**src/hdl/sector_cache_directory_top_defines.svh**
```systemverilog
// Assertion macros for the top-level file, which checks its own logic.
// Each macro takes a label, an enabling condition and an expected condition.
`ifndef SECTOR_CACHE_DIRECTORY_TOP_DEFINES_SVH
`define SECTOR_CACHE_DIRECTORY_TOP_DEFINES_SVH

`ifndef NO_ASSERTIONS
`define SCD_ASSERT_NOW(lbl, ante, cons) \
  lbl: assert property (@(posedge clk) disable iff (!rst_n) (ante) |-> (cons)) \
    else $error("sector cache directory check failed");
`define SCD_ASSERT_NEXT(lbl, ante, cons) \
  lbl: assert property (@(posedge clk) disable iff (!rst_n) (ante) |=> (cons)) \
    else $error("sector cache directory check failed");
`else
`define SCD_ASSERT_NOW(lbl, ante, cons)
`define SCD_ASSERT_NEXT(lbl, ante, cons)
`endif

`endif

```
**src/hdl/scd_pkg.sv**
```systemverilog
`default_nettype none

package scd_pkg;

  localparam int TAG_W    = 23;
  localparam int ADDR_W   = 32;
  localparam int DATA_W   = 8;
  localparam int SEL_W    = 7;
  localparam int BYTE_W   = 9;
  localparam int LIDX_W   = 7;
  localparam int PERIOD_W = 16;
  localparam int RECIP_W  = 24;

  localparam logic [PERIOD_W-1:0] PERIOD_RESET = 16'd100;

  typedef enum logic [1:0] {
    REQ_READ  = 2'd0,
    REQ_WRITE = 2'd1,
    REQ_FLUSH = 2'd2,
    REQ_TICK  = 2'd3
  } req_t;

  // One request as it travels down the pipeline.
  typedef struct packed {
    req_t              req;
    logic [TAG_W-1:0]  sector;
    logic [BYTE_W-1:0] byte_idx;
    logic [DATA_W-1:0] data;
    logic [SEL_W-1:0]  sel;
  } item_t;

  // One result word.
  typedef struct packed {
    logic              hit;
    logic              wb_needed;
    logic [TAG_W-1:0]  wb_sector;
    logic              fill_needed;
    logic [TAG_W-1:0]  fill_sector;
    logic [LIDX_W-1:0] line_index;
    logic [BYTE_W-1:0] byte_index;
    logic              ram_write;
    logic [DATA_W-1:0] ram_write_data;
    logic              flush_due;
  } result_t;

endpackage

`default_nettype wire

```
**src/hdl/scd_ram.sv**
```systemverilog
`default_nettype none

// Simple dual-port RAM, one write port and one registered read port.
module scd_ram #(
  parameter int WIDTH = 8,
  parameter int DEPTH = 16,
  localparam int AW = (DEPTH > 1) ? $clog2(DEPTH) : 1
) (
  input  wire logic             clk,
  input  wire logic             we,
  input  wire logic [AW-1:0]    waddr,
  input  wire logic [WIDTH-1:0] wdata,
  input  wire logic             re,
  input  wire logic [AW-1:0]    raddr,
  output logic      [WIDTH-1:0] rdata
);

  logic [WIDTH-1:0] mem_r [DEPTH];
  logic [WIDTH-1:0] rdata_r;

  always_ff @(posedge clk) begin
    if (we) begin
      mem_r[waddr] <= wdata;
    end
    if (re) begin
      rdata_r <= mem_r[raddr];
    end
  end

  assign rdata = rdata_r;

endmodule

`default_nettype wire

```
**src/hdl/scd_index.sv**
```systemverilog
`default_nettype none

// Front of the pipeline: request register, then the sector-to-line reduction.
// Outside flushes the line is sector mod NUM_LINES, as sector - q * NUM_LINES with q
// from a multiplication by a rounded-up reciprocal (exact for 23-bit sectors).
module scd_index #(
  parameter int NUM_LINES         = 127,
  parameter int SECTOR_BYTES_LOG2 = 9,
  localparam int LINE_W = (NUM_LINES > 1) ? $clog2(NUM_LINES) : 1
) (
  input  wire logic                         clk,
  input  wire logic                         rst_n,
  input  wire logic                         in_valid,
  output logic                              in_ready,
  input  wire scd_pkg::req_t                in_req,
  input  wire logic [scd_pkg::ADDR_W-1:0]   in_offset,
  input  wire logic [scd_pkg::DATA_W-1:0]   in_data,
  input  wire logic [scd_pkg::SEL_W-1:0]    in_sel,
  output logic                              out_valid,
  input  wire logic                         out_ready,
  output scd_pkg::item_t                    out_item,
  output logic      [LINE_W-1:0]            out_line
);

  localparam int TW   = scd_pkg::TAG_W;
  localparam int PW   = scd_pkg::TAG_W + scd_pkg::RECIP_W;
  localparam int KSH  = scd_pkg::TAG_W + $clog2(NUM_LINES);
  localparam logic [scd_pkg::RECIP_W-1:0] MREC = scd_pkg::RECIP_W'(
    ((64'd1 << KSH) + 64'(NUM_LINES) - 64'd1) / 64'(NUM_LINES));
  localparam int SXW  = LINE_W + scd_pkg::SEL_W;

  logic           a_v_r;
  scd_pkg::item_t a_item_r;
  logic           b_v_r;
  scd_pkg::item_t b_item_r;
  logic [TW-1:0]  b_quot_r;

  logic           a_free;
  logic           b_free;
  logic [PW-1:0]  a_prod;
  logic [TW-1:0]  b_rem;
  logic [SXW-1:0] b_sel_ext;

  assign b_free   = !b_v_r || out_ready;
  assign a_free   = !a_v_r || b_free;
  assign in_ready = a_free;

  always_ff @(posedge clk) begin
    if (!rst_n) begin
      a_v_r <= 1'b0;
      b_v_r <= 1'b0;
    end else begin
      if (a_free) begin
        a_v_r <= in_valid;
      end
      if (b_free) begin
        b_v_r <= a_v_r;
      end
    end
  end

  always_ff @(posedge clk) begin
    if (in_valid && a_free) begin
      a_item_r.req      <= in_req;
      a_item_r.sector   <= TW'(in_offset >> SECTOR_BYTES_LOG2);
      a_item_r.byte_idx <= in_offset[scd_pkg::BYTE_W-1:0];
      a_item_r.data     <= in_data;
      a_item_r.sel      <= in_sel;
    end
    if (a_v_r && b_free) begin
      b_item_r <= a_item_r;
      b_quot_r <= TW'(a_prod >> KSH);
    end
  end

  assign a_prod    = PW'(a_item_r.sector) * PW'(MREC);
  assign b_rem     = b_item_r.sector - TW'(b_quot_r * TW'(NUM_LINES));
  assign b_sel_ext = SXW'(b_item_r.sel);

  always_comb begin
    case (b_item_r.req)
      scd_pkg::REQ_FLUSH: out_line = b_sel_ext[LINE_W-1:0];
      default:            out_line = b_rem[LINE_W-1:0];
    endcase
  end

  assign out_valid = b_v_r;
  assign out_item  = b_item_r;

endmodule

`default_nettype wire

```
**src/hdl/scd_dir.sv**
```systemverilog
`default_nettype none

// Directory stage: tag lookup and update, valid and dirty bits, tick counter
// and the result register.
module scd_dir #(
  parameter int NUM_LINES = 127,
  localparam int LINE_W = (NUM_LINES > 1) ? $clog2(NUM_LINES) : 1
) (
  input  wire logic                           clk,
  input  wire logic                           rst_n,
  input  wire logic                           in_valid,
  output logic                                in_ready,
  input  wire scd_pkg::item_t                 in_item,
  input  wire logic [LINE_W-1:0]              in_line,
  input  wire logic                           cfg_valid,
  input  wire logic [scd_pkg::PERIOD_W-1:0]   cfg_period,
  output logic                                out_valid,
  input  wire logic                           out_ready,
  output scd_pkg::result_t                    out_res
);

  localparam int TW = scd_pkg::TAG_W;
  localparam int CW = scd_pkg::PERIOD_W;

  logic                 c_v_r;
  scd_pkg::item_t       c_item_r;
  logic [LINE_W-1:0]    c_line_r;
  logic                 o_v_r;
  scd_pkg::result_t     o_res_r;
  logic [NUM_LINES-1:0] line_valid_r;
  logic [NUM_LINES-1:0] line_dirty_r;
  logic [CW-1:0]        tick_r;
  logic [CW-1:0]        tick_nxt;
  logic [CW-1:0]        period_r;
  logic                 byp_v_r;
  logic [LINE_W-1:0]    byp_line_r;
  logic [TW-1:0]        byp_tag_r;

  logic                 o_free;
  logic                 c_fire;
  logic                 c_load;
  logic [TW-1:0]        ram_tag;
  logic [TW-1:0]        tag_cur;
  logic                 is_access;
  logic                 is_write;
  logic                 is_flush;
  logic                 is_tick;
  logic                 sel_ok;
  logic                 cur_valid;
  logic                 cur_dirty;
  logic                 hit;
  logic                 tag_we;
  logic                 flush_clean;
  logic [CW-1:0]        tick_inc;
  scd_pkg::result_t     res;

  assign o_free   = !o_v_r || out_ready;
  assign c_fire   = c_v_r && o_free;
  assign in_ready = !c_v_r || o_free;
  assign c_load   = in_valid && in_ready;

  scd_ram #(
    .WIDTH (TW),
    .DEPTH (NUM_LINES)
  ) u_tag_ram (
    .clk   (clk),
    .we    (tag_we),
    .waddr (c_line_r),
    .wdata (c_item_r.sector),
    .re    (c_load),
    .raddr (in_line),
    .rdata (ram_tag)
  );

  // A tag written on the same edge as the read of the next word is forwarded.
  assign tag_cur = (byp_v_r && byp_line_r == c_line_r) ? byp_tag_r : ram_tag;

  always_comb begin
    is_access = 1'b0;
    is_write  = 1'b0;
    is_flush  = 1'b0;
    is_tick   = 1'b0;
    case (c_item_r.req)
      scd_pkg::REQ_READ: begin
        is_access = 1'b1;
      end
      scd_pkg::REQ_WRITE: begin
        is_access = 1'b1;
        is_write  = 1'b1;
      end
      scd_pkg::REQ_FLUSH: begin
        is_flush = 1'b1;
      end
      default: begin
        is_tick = 1'b1;
      end
    endcase
  end

  assign sel_ok    = 32'(c_item_r.sel) < NUM_LINES;
  assign cur_valid = line_valid_r[c_line_r];
  assign cur_dirty = line_dirty_r[c_line_r];
  assign hit       = is_access && cur_valid && (tag_cur == c_item_r.sector);
  assign tag_we    = c_fire && is_access && !hit;
  assign flush_clean = is_flush && sel_ok && cur_dirty;

  assign tick_inc = tick_r + CW'(1);
  assign tick_nxt = (period_r != '0 && tick_inc >= period_r) ? '0 : tick_inc;

  always_comb begin
    res = '0;
    if (is_access) begin
      res.hit         = hit;
      res.wb_needed   = !hit && cur_valid && cur_dirty;
      res.fill_needed = !hit;
      res.line_index  = scd_pkg::LIDX_W'(c_line_r);
      res.byte_index  = c_item_r.byte_idx;
      res.ram_write   = is_write;
      if (!hit) begin
        res.fill_sector = c_item_r.sector;
      end
      if (!hit && cur_valid && cur_dirty) begin
        res.wb_sector = tag_cur;
      end
      if (is_write) begin
        res.ram_write_data = c_item_r.data;
      end
    end else if (is_flush) begin
      res.line_index = c_item_r.sel;
      res.wb_needed  = flush_clean;
      if (flush_clean) begin
        res.wb_sector = tag_cur;
      end
    end else if (is_tick) begin
      res.flush_due = (tick_nxt == '0);
    end
  end

  always_ff @(posedge clk) begin
    if (!rst_n) begin
      c_v_r        <= 1'b0;
      o_v_r        <= 1'b0;
      byp_v_r      <= 1'b0;
      line_valid_r <= '0;
      line_dirty_r <= '0;
      tick_r       <= '0;
      period_r     <= scd_pkg::PERIOD_RESET;
    end else begin
      if (in_ready) begin
        c_v_r <= in_valid;
      end
      if (o_free) begin
        o_v_r <= c_fire;
      end
      if (c_load) begin
        byp_v_r <= tag_we;
      end
      if (cfg_valid) begin
        period_r <= cfg_period;
      end
      if (c_fire) begin
        if (is_access) begin
          line_valid_r[c_line_r] <= 1'b1;
          line_dirty_r[c_line_r] <= is_write || (hit && cur_dirty);
        end
        if (flush_clean) begin
          line_dirty_r[c_line_r] <= 1'b0;
        end
        if (is_tick) begin
          tick_r <= tick_nxt;
        end
      end
    end
  end

  always_ff @(posedge clk) begin
    if (c_load) begin
      c_item_r   <= in_item;
      c_line_r   <= in_line;
      byp_line_r <= c_line_r;
      byp_tag_r  <= c_item_r.sector;
    end
    if (c_fire) begin
      o_res_r <= res;
    end
  end

  assign out_valid = o_v_r;
  assign out_res   = o_res_r;

endmodule

`default_nettype wire

```
**src/hdl/sector_cache_directory_top.sv**
```systemverilog
`default_nettype none

// Channel  | Handshake             | Word
// ---------+-----------------------+------------------------------------------
// in_      | in_valid / in_ready   | req_type, byte_offset, write_data,
//          |                       | line_select
// out_     | out_valid / out_ready | hit, write-back and fill requests, line
//          |                       | and byte position, data write, flush_due
// cfg_     | cfg_valid / cfg_ready | writeback_period
//
// One word is accepted per cycle when the result side keeps up.
// The path is four registers deep: request register, reciprocal product,
// tag RAM read, result register. The tag RAM read port sets the lookup stage.
// Reset clears all valid and dirty bits, the tick counter and the pipeline
// at once; no clearing pass is needed and words are taken right after reset.
// A stalled result holds the result register, and the stages behind it fill
// up before in_ready drops.
`include "sector_cache_directory_top_defines.svh"

module sector_cache_directory_top #(
  parameter int NUM_LINES         = 127,
  parameter int SECTOR_BYTES_LOG2 = 9
) (
  input  wire logic                             clk,
  input  wire logic                             rst_n,
  // Request words.
  input  wire logic                             in_valid,
  output logic                                  in_ready,
  input  wire logic [1:0]                       in_req_type,
  input  wire logic [scd_pkg::ADDR_W-1:0]       in_byte_offset,
  input  wire logic [scd_pkg::DATA_W-1:0]       in_write_data,
  input  wire logic [scd_pkg::SEL_W-1:0]        in_line_select,
  // Result words.
  output logic                                  out_valid,
  input  wire logic                             out_ready,
  output logic                                  out_hit,
  output logic                                  out_writeback_needed,
  output logic      [scd_pkg::TAG_W-1:0]        out_writeback_sector,
  output logic                                  out_fill_needed,
  output logic      [scd_pkg::TAG_W-1:0]        out_fill_sector,
  output logic      [scd_pkg::LIDX_W-1:0]       out_line_index,
  output logic      [scd_pkg::BYTE_W-1:0]       out_byte_index,
  output logic                                  out_ram_write,
  output logic      [scd_pkg::DATA_W-1:0]       out_ram_write_data,
  output logic                                  out_flush_due,
  // Configuration writes.
  input  wire logic                             cfg_valid,
  output logic                                  cfg_ready,
  input  wire logic [scd_pkg::PERIOD_W-1:0]     cfg_writeback_period
);

  localparam int LINE_W = (NUM_LINES > 1) ? $clog2(NUM_LINES) : 1;

  logic              b_valid;
  logic              b_ready;
  scd_pkg::item_t    b_item;
  logic [LINE_W-1:0] b_line;
  scd_pkg::result_t  res;

  // Period register written when asked; user, not block, ensures it is idle.
  assign cfg_ready = 1'b1;

  // Front end: request register and the sector-to-line reduction.
  scd_index #(
    .NUM_LINES         (NUM_LINES),
    .SECTOR_BYTES_LOG2 (SECTOR_BYTES_LOG2)
  ) u_index (
    .clk       (clk),
    .rst_n     (rst_n),
    .in_valid  (in_valid),
    .in_ready  (in_ready),
    .in_req    (scd_pkg::req_t'(in_req_type)),
    .in_offset (in_byte_offset),
    .in_data   (in_write_data),
    .in_sel    (in_line_select),
    .out_valid (b_valid),
    .out_ready (b_ready),
    .out_item  (b_item),
    .out_line  (b_line)
  );

  // Directory: tag RAM, line state, tick counter and the result register.
  scd_dir #(
    .NUM_LINES (NUM_LINES)
  ) u_dir (
    .clk        (clk),
    .rst_n      (rst_n),
    .in_valid   (b_valid),
    .in_ready   (b_ready),
    .in_item    (b_item),
    .in_line    (b_line),
    .cfg_valid  (cfg_valid),
    .cfg_period (cfg_writeback_period),
    .out_valid  (out_valid),
    .out_ready  (out_ready),
    .out_res    (res)
  );

  assign out_hit              = res.hit;
  assign out_writeback_needed = res.wb_needed;
  assign out_writeback_sector = res.wb_sector;
  assign out_fill_needed      = res.fill_needed;
  assign out_fill_sector      = res.fill_sector;
  assign out_line_index       = res.line_index;
  assign out_byte_index       = res.byte_index;
  assign out_ram_write        = res.ram_write;
  assign out_ram_write_data   = res.ram_write_data;
  assign out_flush_due        = res.flush_due;

  // The reduced line of a read or write always lands inside the cache.
  `SCD_ASSERT_NOW(a_line_in_range, b_valid && (b_item.req == scd_pkg::REQ_READ || b_item.req == scd_pkg::REQ_WRITE), 32'(b_line) < NUM_LINES)
  // A fill is only asked for on a miss.
  `SCD_ASSERT_NOW(a_fill_on_miss, out_valid && out_fill_needed, !out_hit)
  // A data write always lands in a line that hit or is being filled.
  `SCD_ASSERT_NOW(a_write_has_line, out_valid && out_ram_write, out_hit || out_fill_needed)
  // A flush-due word comes from a tick and carries no access result.
  `SCD_ASSERT_NOW(a_tick_alone, out_valid && out_flush_due, !out_hit && !out_fill_needed && !out_writeback_needed && !out_ram_write)

endmodule

`default_nettype wire

```
**config.mk**
```make
export PLATFORM = sky130hd
export DESIGN_NAME = sector_cache_directory_top
export DESIGN_NICKNAME = d
export VERILOG_FILES = /design/src/hdl/scd_pkg.sv /design/src/hdl/scd_ram.sv /design/src/hdl/scd_index.sv /design/src/hdl/scd_dir.sv /design/src/hdl/sector_cache_directory_top.sv
export VERILOG_INCLUDE_DIRS = /design/src /design/src/hdl
export SDC_FILE = /design/constraint.sdc
export NUM_CORES = 2
export LEC_CHECK = 0
export BUFFER_PORTS_ARGS = -buffer_cell sky130_fd_sc_hd__clkbuf_2
export CAP_MARGIN = 20
export CORE_MARGIN = 3
export CORE_UTILIZATION = 50
export DETAILED_ROUTE_END_ITERATION = 10
export PLACE_DENSITY = 0.77
export RECOVER_POWER = 25
export SLEW_MARGIN = 20
export SYNTH_ARGS = -nofsm -noshare
export SYNTH_HDL_FRONTEND = slang
export SYNTH_HIERARCHICAL = 1
export SYNTH_SLANG_ARGS = --single-unit
```
**constraint.sdc**
```tcl
create_clock -name clk -period 17.2 [get_ports clk]
set_input_delay 0.86 -clock clk [delete_from_list [all_inputs] [get_ports clk]]
set_output_delay 0.86 -clock clk [all_outputs]
set_load 0.03 [all_outputs]
```
==> flow_summary.toml <==
[global_route]
grt_pass1_vias = 77800
grt_pass1_wl_um = 551000
grt_max_degree = 128
grt_overflow = 0
antenna_found_initial = 23
grt.total_usage_pct = 26.2

[run_status]
failed_checks = "max-capacitance violations, max-slew violations"
outcome = "finished with violations"

[route]
vias_per_cell = 6.55
vias = 78200
wirelength_um = 384000
drtIter0Drc = 11900
drc = 0
ant_nets = 0
wl_per_cell_um = 32.1
dr.pass1.iters = 6

[logic_synthesis]
synth_cell_type_count = 96
synth_seq_cells = 3501
ys_seq_area_share_pct = 72.3
synth_top_family_by_area = "multiplexers"
ys_warn_count = 6
synth_area_leaders = "edfxtp_1 68%, mux4_2 9.7%, dfxtp_1 4.1%"
synth_simple_gate_area_share_pct = 3.43
synthFlopType = "edfxtp_1"
synthArstFlopShare_pct = 0
synth.area.mux_share_pct = 13.7
synth_fa_ha_area_share_pct = 2.20
synth_edf_count = 3210
netlist.area_leader.share_pct = 68.2
syn_nets = 7962
synth_area_um2 = 141000
syn-instance-count = 7671
synth_xor_area_share_pct = 0.520
synth_area_per_cell_um2 = 18.4
synth-compound-area-share_pct = 5.67
synth_top_cell_by_area = "edfxtp_1"

[worst_setup_path]
cp-start-kind = "register"
cp_max_fo = 65
worstPathArrival_ns = 9.60
critPathKind = "reg -> reg"
critPathBufInv = 4
cp_common_cell = "buf_4"
crit_path_top_delay_cell = "clkbuf_1"
worstPathCellList = "clkbuf_1, inv_1, a221oi_1, o21ai_0, a22oi_1, o211ai_1, nor3_2, a311o_2, buf_4, buf_4, nand4_1, o22ai_1"
required_ns = 17.96
critPathMaxStageDelay_ns = 2.08
cp-end-kind = "register"
cpLargestDelayFamily = "buffers and inverters"

[timing]
timing.final.crit_share_pct = 51.4
tns_ns = 0
rsz0062_at_grt = "no"
setup_violations = 0
max_clock_freq_mhz = 113
tightest_slew_ns = 5.12
fin_crit_ns = 8.84
layout_setup_ws_ns = 8.36
skew_ns = 0.117
relSlewSlack_pct = -241
drv_slew = 2077
hold_viol = 0

[clock_network]
path_clk_slew_ns = 0.06
cts_setup_buffers = 0
post_cts_resized = 0
cts_buffers = 344
cts_sinks = 3501
cts_buffer_depth = 4
clockRootBuffer = "clkbuf_16"
postCtsHoldBufs = 0
insertion_delay_ns = 0.91
cts_tree = "built"
htreeDepth = 5

[floorplanning]
coreArea_um2 = 280000
die_width_um = 538
io_pins = 148
fp-row-count = 194
die_area_um2 = 289000
initial_utilization_pct = 50.4
die_h_um = 538

[finish]
fillCellCount = 20200
fin_util_pct = 56.2
drive_gt1_share_pct = 23.9
areaGrowthSynthToFinish_pct = 11.5
final_nets = 8243
final_cells = 11900

[hold_path]
hp-class = "in -> reg"

[place]
place_worst_setup_slack_ns = 9.51
place.gp.congestion = 0.915
io_buffers = 146
place_inst = 11300
place_hpwl_um = 218000

[flow_run]
cap_violations = 40
-- path summary, 6_finish.rpt --
check	slack, ns	depth (start not counted)	startpoint	endpoint
setup / recovery	8.36	12	u_dir/c_line_r[2]	u_dir/line_dirty_r[95]
hold / removal	0.15	1	in_byte_offset[12]	u_index/a_item_r[27]
setup reg to reg	8.36	12	u_dir/c_line_r[2]	u_dir/line_dirty_r[95]
hold reg to reg	0.41	0	u_index/out_item[17]	u_dir/c_item_r[17]
-- flip-flops by register name, summed over array words and instances (netlist names), 7 cells and up --
name and cells:
u_dir/line_valid_r 127, u_dir/tick_r 16, u_dir/c_item_r 49, u_dir/u_tag_ram/rdata 23, u_dir/out_res 75, u_dir/period_r 16, u_dir/line_dirty_r 127, u_dir/u_tag_ram/mem_r 2921
u_index/out_item 49, u_index/b_quot_r 7, u_index/a_item_r 49, u_dir/byp_line_r 7, u_dir/byp_tag_r 23, u_dir/c_line_r 7
-- layer usage --
layer | track usage (%) | up-vias | share of wire (%)
met2 | 40.2 | 5608 | 46
li1 | - | 31400 | -
met5 | 0 | - | 0.012
met3 | 6.96 | 1080 | 13
met1 | 35.1 | 40100 | 35
met4 | 12.4 | 8 | 5.6
-- synth_stat cells, types with 25 or more instances --
cell type	instances
a31oi_1	44
nand4_1	40
nor2b_1	71
a211oi_1	72
nor4_1	29
buf_6	40
buf_2	133
a211oi_2	87
fa_1	46
dfxtp_1	291
o22ai_1	244
o21a_1	133
mux2_2	235
nand3_1	80
clkbuf_1	189
ha_1	175
xnor2_1	54
nor2_1	340
edfxtp_1	3210
and2_1	38
a22oi_1	89
buf_1	33
o21ai_0	80
inv_1	145
mux2i_1	289
a21oi_1	67
buf_4	81
mux4_2	610
xor2_1	30
nand2_1	310
a221oi_1	25
-- kinds of logic after synthesis --
| group | Yosys count |
|---|---|
| flops | 3501 |
| mux | 1138 |
| compound gates | 1067 |
| simple gates | 1035 |
| buf+inv | 624 |
| fa+ha+maj | 221 |
| xor+xnor | 84 |
| other cells | 1 |
-- through the flow --
step                instance area (um2)  hold slack (ns)
floorplan                        141000            0.400
global placement                 147000            0.400
detailed placement               147000            0.405
CTS                              158000            0.107
global route                     158000            0.118
finish                           158000            0.153
-- layout by cell type, fill, tap and decap left out, types with 63 or more instances in the layout --
master,count
clkbuf_2,137
ha_1,175
mux2_2,235
nand3_1,80
o21a_1,133
edfxtp_1,3210
a211oi_2,89
mux2i_1,289
nor2b_1,66
dfxtp_1,291
nor2_1,221
clkinv_1,67
clkbuf_1,104
nand2_1,307
a211oi_1,70
inv_1,144
clkinv_2,63
o21ai_0,77
buf_4,210
a22oi_1,89
mux4_2,610
o22ai_1,244
clkbuf_16,346
nor2_2,102
a21oi_1,64
-- cell type report --
cell class                 instances  area [um2]  area share, %
sequential                      3501      102000           64.8
multi-input combinational       3546       36600           23.2
clock buffer                     403        8920           5.66
tap                             3724        4660           2.96
timing repair buffer             411        2670           1.70
clock inverter                   193        1950           1.24
inverter                         148         558          0.354
antenna                           11        27.5         0.0175
Power is left out: the tool's default activity adds up to more than one toggle a clock period on the data nets, which glitch-free logic cannot reach.
